[src/design/pss_pkg.sv]
// Package with the shared widths, register indexes and reset values of the source selector.
`default_nettype none
package pss_pkg;

  localparam int DEF_ID_WIDTH  = 8;
  localparam int DEF_DEV_WIDTH = 32;

  localparam int TIME_WIDTH      = 32;
  localparam int MARGIN_WIDTH    = 16;
  localparam int MARGIN_FRAC     = 8;
  localparam int CFG_DATA_WIDTH  = 32;
  localparam int CFG_INDEX_WIDTH = 1;

  localparam logic [CFG_INDEX_WIDTH-1:0] REG_MARGIN_FACTOR = 1'd0;
  localparam logic [CFG_INDEX_WIDTH-1:0] REG_MIN_HOLD      = 1'd1;

  localparam logic [MARGIN_WIDTH-1:0] MARGIN_FACTOR_RESET = 16'd205;
  localparam logic [TIME_WIDTH-1:0]   MIN_HOLD_RESET      = 32'd1000;

endpackage
`default_nettype wire

[src/design/position_source_selector_hysteresis.sv]
// Best position source selection with hysteresis: round tracking, round-end decision, output word.
// A round's result word is registered from the round state when its last word leaves the input register.
// Throughput: one input word per cycle; the path from the input register through the
// running-minimum compare, the margin multiply and its compare into the result register sets it.
// Only a last word waits when the result register is full and stalled.
// Reset (rst, synchronous): no active source, no candidate, round state cleared,
// margin_factor = 205, min_hold_ms = 1000, both channels empty.
`default_nettype none
module position_source_selector_hysteresis #(
  parameter int ID_WIDTH  = pss_pkg::DEF_ID_WIDTH,
  parameter int DEV_WIDTH = pss_pkg::DEF_DEV_WIDTH
) (
  input  wire logic                                 clk,
  input  wire logic                                 rst,
  input  wire logic                                 cfg_write,
  input  wire logic [pss_pkg::CFG_INDEX_WIDTH-1:0]  cfg_index,
  input  wire logic [pss_pkg::CFG_DATA_WIDTH-1:0]   cfg_data,
  input  wire logic                                 in_valid,
  output logic                                      in_stall,
  input  wire logic                                 has_entry,
  input  wire logic [ID_WIDTH-1:0]                  entry_id,
  input  wire logic                                 entry_eligible,
  input  wire logic signed [DEV_WIDTH-1:0]          entry_stddev,
  input  wire logic                                 round_last,
  input  wire logic [pss_pkg::TIME_WIDTH-1:0]       now_ms,
  output logic                                      out_valid,
  input  wire logic                                 out_stall,
  output logic [ID_WIDTH-1:0]                       active_id,
  output logic                                      switched
);
  import pss_pkg::*;

  localparam int PROD_WIDTH = DEV_WIDTH + MARGIN_WIDTH;

  // Configuration registers
  logic [MARGIN_WIDTH-1:0] margin_factor;
  logic [TIME_WIDTH-1:0]   min_hold_ms;

  // Input register
  logic                  q_valid;
  logic                  q_has;
  logic [ID_WIDTH-1:0]   q_id;
  logic                  q_elig;
  logic [DEV_WIDTH-1:0]  q_dev;
  logic                  q_last;
  logic [TIME_WIDTH-1:0] q_now;

  // Persistent and per-round state
  logic [ID_WIDTH-1:0]   active_source;
  logic [ID_WIDTH-1:0]   candidate_source;
  logic [TIME_WIDTH-1:0] candidate_start;
  logic                  best_found;
  logic [ID_WIDTH-1:0]   best_id;
  logic [DEV_WIDTH-1:0]  best_dev;
  logic                  current_seen;
  logic                  current_ok;
  logic [DEV_WIDTH-1:0]  current_dev;

  // Round state after folding in the word held in the input register
  logic                  best_found_next;
  logic [ID_WIDTH-1:0]   best_id_next;
  logic [DEV_WIDTH-1:0]  best_dev_next;
  logic                  current_seen_next;
  logic                  current_ok_next;
  logic [DEV_WIDTH-1:0]  current_dev_next;

  logic [ID_WIDTH-1:0]   active_source_next;
  logic [ID_WIDTH-1:0]   candidate_source_next;
  logic [TIME_WIDTH-1:0] candidate_start_next;
  logic                  switched_next;

  logic                  advance;
  logic                  take_in;
  logic                  snap;
  logic                  usable;
  logic [DEV_WIDTH-1:0]  dev;
  logic                  usable_now;
  logic [PROD_WIDTH-1:0] lhs;
  logic [PROD_WIDTH-1:0] rhs;
  logic                  beats_margin;
  logic [TIME_WIDTH-1:0] held;

  // A last word may only move on when the result register can take its word.
  assign advance  = q_valid && (!q_last || !out_valid || !out_stall);
  assign in_stall = q_valid && !advance;
  assign take_in  = in_valid && !in_stall;

  always_ff @(posedge clk) begin
    if (rst) begin
      margin_factor <= MARGIN_FACTOR_RESET;
      min_hold_ms   <= MIN_HOLD_RESET;
    end else if (cfg_write) begin
      case (cfg_index)
        REG_MARGIN_FACTOR: margin_factor <= cfg_data[MARGIN_WIDTH-1:0];
        REG_MIN_HOLD:      min_hold_ms   <= cfg_data[TIME_WIDTH-1:0];
        default: ;
      endcase
    end
  end

  always_ff @(posedge clk) begin
    if (rst) begin
      q_valid <= 1'b0;
    end else if (take_in) begin
      q_valid <= 1'b1;
    end else if (advance) begin
      q_valid <= 1'b0;
    end
  end

  always_ff @(posedge clk) begin
    if (take_in) begin
      q_has  <= has_entry;
      q_id   <= entry_id;
      q_elig <= entry_eligible;
      q_dev  <= entry_stddev;
      q_last <= round_last;
      q_now  <= now_ms;
    end
  end

  // Snapshot tracking: first match of the active id and running minimum.
  always_comb begin
    snap   = q_has && (q_id != '0);
    usable = q_elig && !q_dev[DEV_WIDTH-1];
    dev    = usable ? q_dev : '0;

    current_seen_next = current_seen;
    current_ok_next   = current_ok;
    current_dev_next  = current_dev;
    if (snap && !current_seen && (q_id == active_source)) begin
      current_seen_next = 1'b1;
      current_ok_next   = usable;
      current_dev_next  = dev;
    end

    best_found_next = best_found;
    best_id_next    = best_id;
    best_dev_next   = best_dev;
    if (snap && usable &&
        (!best_found || (dev < best_dev) || ((dev == best_dev) && (q_id < best_id)))) begin
      best_found_next = 1'b1;
      best_id_next    = q_id;
      best_dev_next   = dev;
    end
  end

  // Round-end decision.
  always_comb begin
    usable_now   = (active_source != '0) && current_seen_next && current_ok_next;
    lhs          = {{(MARGIN_WIDTH-MARGIN_FRAC){1'b0}}, best_dev_next, {MARGIN_FRAC{1'b0}}};
    rhs          = PROD_WIDTH'(current_dev_next) * PROD_WIDTH'(margin_factor);
    beats_margin = lhs < rhs;
    held         = q_now - candidate_start;

    active_source_next    = active_source;
    candidate_source_next = '0;
    candidate_start_next  = candidate_start;
    switched_next         = 1'b0;

    if (!usable_now) begin
      active_source_next = best_found_next ? best_id_next : '0;
      switched_next      = best_found_next && (best_id_next != '0) &&
                           (best_id_next != active_source);
    end else if (best_found_next && (best_id_next != active_source) && beats_margin) begin
      if (candidate_source != best_id_next) begin
        candidate_source_next = best_id_next;
        candidate_start_next  = q_now;
      end else if (held >= min_hold_ms) begin
        active_source_next = best_id_next;
        switched_next      = 1'b1;
      end else begin
        candidate_source_next = candidate_source;
      end
    end
  end

  always_ff @(posedge clk) begin
    if (rst) begin
      active_source    <= '0;
      candidate_source <= '0;
      candidate_start  <= '0;
      best_found       <= 1'b0;
      best_id          <= '0;
      best_dev         <= '0;
      current_seen     <= 1'b0;
      current_ok       <= 1'b0;
      current_dev      <= '0;
    end else if (advance) begin
      if (q_last) begin
        active_source    <= active_source_next;
        candidate_source <= candidate_source_next;
        candidate_start  <= candidate_start_next;
        best_found       <= 1'b0;
        best_id          <= '0;
        best_dev         <= '0;
        current_seen     <= 1'b0;
        current_ok       <= 1'b0;
        current_dev      <= '0;
      end else begin
        best_found   <= best_found_next;
        best_id      <= best_id_next;
        best_dev     <= best_dev_next;
        current_seen <= current_seen_next;
        current_ok   <= current_ok_next;
        current_dev  <= current_dev_next;
      end
    end
  end

  // Result register.
  always_ff @(posedge clk) begin
    if (rst) begin
      out_valid <= 1'b0;
    end else if (advance && q_last) begin
      out_valid <= 1'b1;
    end else if (!out_stall) begin
      out_valid <= 1'b0;
    end
  end

  always_ff @(posedge clk) begin
    if (advance && q_last) begin
      active_id <= active_source_next;
      switched  <= switched_next;
    end
  end

`ifndef SYNTH
  a_cand_not_active: assert property (@(posedge clk) disable iff (rst)
    (candidate_source != '0) |-> (candidate_source != active_source))
    else $error("candidate equals the active source");

  a_switch_has_source: assert property (@(posedge clk) disable iff (rst)
    (out_valid && switched) |-> (active_id != '0))
    else $error("switch reported without a source");

  a_best_clean: assert property (@(posedge clk) disable iff (rst)
    !best_found |-> ((best_id == '0) && (best_dev == '0)))
    else $error("best source held without a find");

  a_word_from_last: assert property (@(posedge clk) disable iff (rst)
    (advance && q_last) |=> (out_valid && (active_id == active_source)))
    else $error("round end did not load the result word");

  a_stall_full: assert property (@(posedge clk) disable iff (rst)
    in_stall |-> (q_valid && q_last && out_valid && out_stall))
    else $error("input stalled without a full result register");
`endif

endmodule
`default_nettype wire
[config.mk]
export PLATFORM = sky130hd
export DESIGN_NAME = position_source_selector_hysteresis
export DESIGN_NICKNAME = d
export VERILOG_FILES = /design/src/design/pss_pkg.sv /design/src/design/position_source_selector_hysteresis.sv
export SDC_FILE = /design/constraint.sdc
export NUM_CORES = 2
export LEC_CHECK = 0
export BUFFER_PORTS_ARGS = -buffer_cell sky130_fd_sc_hd__buf_2
export CAP_MARGIN = 30
export CORE_ASPECT_RATIO = 0.8
export CORE_MARGIN = 4
export CORE_UTILIZATION = 58
export CTS_BUF_LIST = sky130_fd_sc_hd__clkbuf_16
export CTS_CLUSTER_DIAMETER = 30
export DETAILED_ROUTE_END_ITERATION = 12
export HOLD_SLACK_MARGIN = 0.03
export MAX_ROUTING_LAYER = met4
export PLACE_DENSITY = 0.87
export SETUP_SLACK_MARGIN = 0.3
export SYNTH_ARGS = -nofsm -noshare
export SYNTH_HDL_FRONTEND = slang
export SYNTH_SLANG_ARGS = --single-unit
[constraint.sdc]
create_clock -name clk -period 10.3 [get_ports clk]
set_clock_uncertainty 0.05 [all_clocks]
set_input_delay 1.03 -clock clk [delete_from_list [all_inputs] [get_ports clk]]
set_output_delay 1.03 -clock clk [all_outputs]
set_load 0.01 [all_outputs]
==> flow_summary_export.csv <==
group,metric,value,unit
outcome,outcome,"finished, violations left",
outcome,violations,"negative setup slack",
routing,wirelength,89.6,mm
worst_hold_path,hp-start,"min_hold_ms[19]$_SDFFE_PP0P_",
floorplanning,placementRows,74,
timing,min_period,10640,ps
finish,final_cells,4417,
worst_hold_path,holdPathStages,2,
clock_network,clk_pin_slew,50,ps
timing,hold_viol,0,
global_route,grtUsageTotal,32.4,%
floorplanning,start_util,59.2,%
critical_path,critical_path.slowest_cell,"or4b_4",
finish,area_delta_synth_final,17.0,%
routing,drc,0,
place,gp_congestion,0.996,
timing,worst_slew_margin_rel,32.8,%
critical_path,r2r_start,"q_id[0]$_DFFE_PP_",
critical_path,startpoint_type,"flop",
finish,n_fill_cell,3511,
finish,final_common_cell,"inv_1",
power,ir_drop,0.000152,V
clock_network,cts_sinks,257,
routing,dr_total_vias,26000,
timing,tightest_slew,1010,ps
critical_path,cp_num_buf_inv,10,
timing,fmax,94.0,MHz
critical_path,r2r_cells,45,
yosys,synth_edf_count,84,
place,io_buffer_count,123,
clock_network,cts_made_buffers,47,
finish,layout-drive-gt1-share,16.4,%
timing,min_period_over_period,103,%
global_route,grt_pass1_vias,27100,
routing,post_drt_wl_per_cell,20.3,um
global_route,antenna_found_initial,3,
timing,grt_setup_unrepaired,"true",
power,power_frac_comb,11.5,%
floorplanning,die_h,213,um
yosys,syn_nets,4227,
power,p_sw_share,27.1,%
global_route,grt_overflow,0,
place,dp_hpwl,64.8,mm
clock_network,clock_latency,570,ps
yosys,yosys_warnings,0,
power,leakage,0.0167,uW
critical_path,crit_path_end_kind,"flop",
global_route,grt_pass1_wl,143,mm
yosys,syn_area_per_cell,8.87,um2
critical_path,required,10750,ps
yosys,yosysUniqueCellTypes,73,
global_route,use_met1,43.4,%
critical_path,timing_worst_setup_path_type,"flop to flop",
floorplanning,core,51600,um2
worst_hold_path,hold_end,"min_hold_ms[19]$_SDFFE_PP0P_",
clock_network,cts_tree,"yes",
timing,fin_ws,-339,ps
finish,final_cell_mix,"inv_1, nand2_1, fa_1",
finish,multi_input_area,22200,um2
timing,finalSetupViolCount,57,
floorplanning,dieArea,56400,um2
finish,final-seq-area,5990,um2
critical_path,worstReg2RegEnd,"candidate_source[6]$_SDFFE_PP0P_",
yosys,synthCells,3441,
timing,fin_hold_ws,406,ps
floorplanning,ios,124,
clock_network,cts_htree_levels,2,
yosys,synth_ff_type,"dfxtp_1",
yosys,seq_area_frac_synth,19.6,%
global_route,grt-busiest-layer,"met2",
routing,post_drt_via_cell_ratio,5.89,
power,pwr-share-clk,52.3,%
run,cap_violations,0,
routing,dr.pass1.iters,6,
clock_network,root_buffer,"clkbuf_16",
worst_hold_path,min_path_type,"flop to flop",
place,dpl.cell_count,4286,
global_route,grt_max_degree,75,
critical_path,critical_path.max_fanout,8,
power,pwr_density_cell,86.2,nW/um2
floorplanning,die_w,264,um
yosys,syn-cell-area,30500,um2
global_route,grtUsageMet3,8.62,%
yosys,ys_async_sr_fraction,0,%
critical_path,path_delay_family,"adder cells",
global_route,grt_use_met2,48.6,%
clock_network,clockBufferDepth,3,
power,internal-power,2240,uW
finish,fin_nets,4476,
critical_path,slowest_delay,620,ps
critical_path,reg2reg_slack,-340,ps
critical_path,worstPathArrival,11090,ps
power,p_switching,835,uW
routing,ant_nets,0,
timing,slew_violations,0,
yosys,ys_ff_latch,257,
routing,drt_iter0_markers,2807,
power,p_seq_share,36.3,%
critical_path,crit_path_frequent_cell,"fa_1",
-- flip-flops by register name (all words and copies together), names as in the netlist --
signal,count
q_valid,1
best_id,8
current_seen,1
q_elig,1
q_dev,32
best_dev,32
candidate_start,32
active_id,8
q_last,1
best_found,1
active_source,8
q_id,8
current_ok,1
q_now,32
out_valid,1
q_has,1
candidate_source,8
margin_factor,16
switched,1
current_dev,32
min_hold_ms,32
-- per-stage QoR --
step / TNS [ps] / power [uW] / setup WS, ps / instance area, um2 / utilization (%)
2_1_floorplan: 0 / 1320 / 302 / 30500 / -
3_3_place_gp: -8880 / 1440 / -372 / 33000 / 63.9
3_5_place_dp: -23260 / 1450 / -577 / 33000 / 64.0
4_1_cts: -166 / 3060 / -47.4 / 35400 / 68.7
5_1_grt: -33780 / 3170 / -668 / 35700 / 69.2
6_report: -14750 / 3080 / -339 / 35700 / 69.2
-- layout make-up --
cell class              instances  area share [%]
diodes                          4          0.0280
clock buffers                  52            3.64
clock inverters                36           0.971
inverters                     613            6.44
multi-input cells            2409            62.0
flip-flops and latches        257            16.8
well taps                     684            2.40
repair buffers                362            7.72
-- cell usage after synthesis (12+ instances only) --
library cell  number  area [um2]
edfxtp_1          84        2520
nand2_1          508        1910
a21oi_1          136         681
inv_1            613        2300
a22oi_1           74         556
nor2b_1           13        81.3
xor2_1            29         254
o21a_1            12        90.1
fa_1             419        8390
nand3_1           27         135
xnor2_1           53         464
o21ai_0           57         285
nor3_1            12        60.1
dfxtp_1          173        3460
and3_1            16         100
o21bai_1          19         143
a211oi_1          18         135
and2_1           200        1250
mux2_2            66         743
nand4_1           40         250
ha_1             254        3180
clkbuf_1         150         563
a21o_1            53         398
o22ai_1           22         138
mux2i_1           52         521
nor2_1           187         702
nand3b_1          16         120
-- tightest hold or removal path, cell delays in order, from the launching register on --
cell and delay [ps]:
dfxtp_1 300, nand2_1 50, a21oi_1 50
-- power groups by stage --
stage,logic [uW],clock network [uW],registers [uW]
2_1_floorplan,209,0,1120
3_3_place_gp,305,0,1130
3_5_place_dp,317,0,1130
4_1_cts,336,1610,1110
5_1_grt,380,1670,1120
6_report,353,1610,1120
-- cell families (layout without fill, tap and decap cells) --
kind of cell | count (synthesis) | after routing | synth area share [%]
AO/OA/AOI/OAI | 469 | 469 | 10.2
XOR/XNOR | 82 | 82 | 2.35
adder cells (fa/ha/maj) | 673 | 673 | 37.9
buffers and inverters | 778 | 1063 | 9.69
flip-flops | 257 | 257 | 19.6
multiplexers | 119 | 122 | 4.18
other | 1 | 5 | 0.0123
AND/OR/NAND/NOR | 1062 | 1062 | 16.1
-- worst max-delay path by stage --
stage	startpoint	to	slack, ps	cells past startpoint
after global placement	q_id[0]$_DFFE_PP_	active_id[1]$_DFFE_PP_	-370	39
after CTS	q_id[0]$_DFFE_PP_	active_id[1]$_DFFE_PP_	-50	43
after floorplan	q_id[5]$_DFFE_PP_	candidate_start[10]$_SDFFE_PP0P_	300	44
after detailed placement	q_id[7]$_DFFE_PP_	active_id[2]$_DFFE_PP_	-580	44
final	q_id[0]$_DFFE_PP_	candidate_source[6]$_SDFFE_PP0P_	-340	45
after global routing	q_id[5]$_DFFE_PP_	active_id[7]$_DFFE_PP_	-670	47
-- timing repair --
action | 4_1_cts | 5_1_grt
gates cloned | 7 | 1
endpoints found under the setup margin | 57 | 57
hold buffers | 0 | 0
buffers inserted | 21 | 10
pin swaps | 37 | 37
gates resized for setup | 96 | 49
-- routing by layer --
metal / routed length, um / vias to the layer above
met5: 0 / -
met4: 3420 / 0
met3: 10600 / 304
met2: 39400 / 1608
met1: 36200 / 12600
li1: - / 11500
Note: power is estimated with default switching activity, not from simulation.
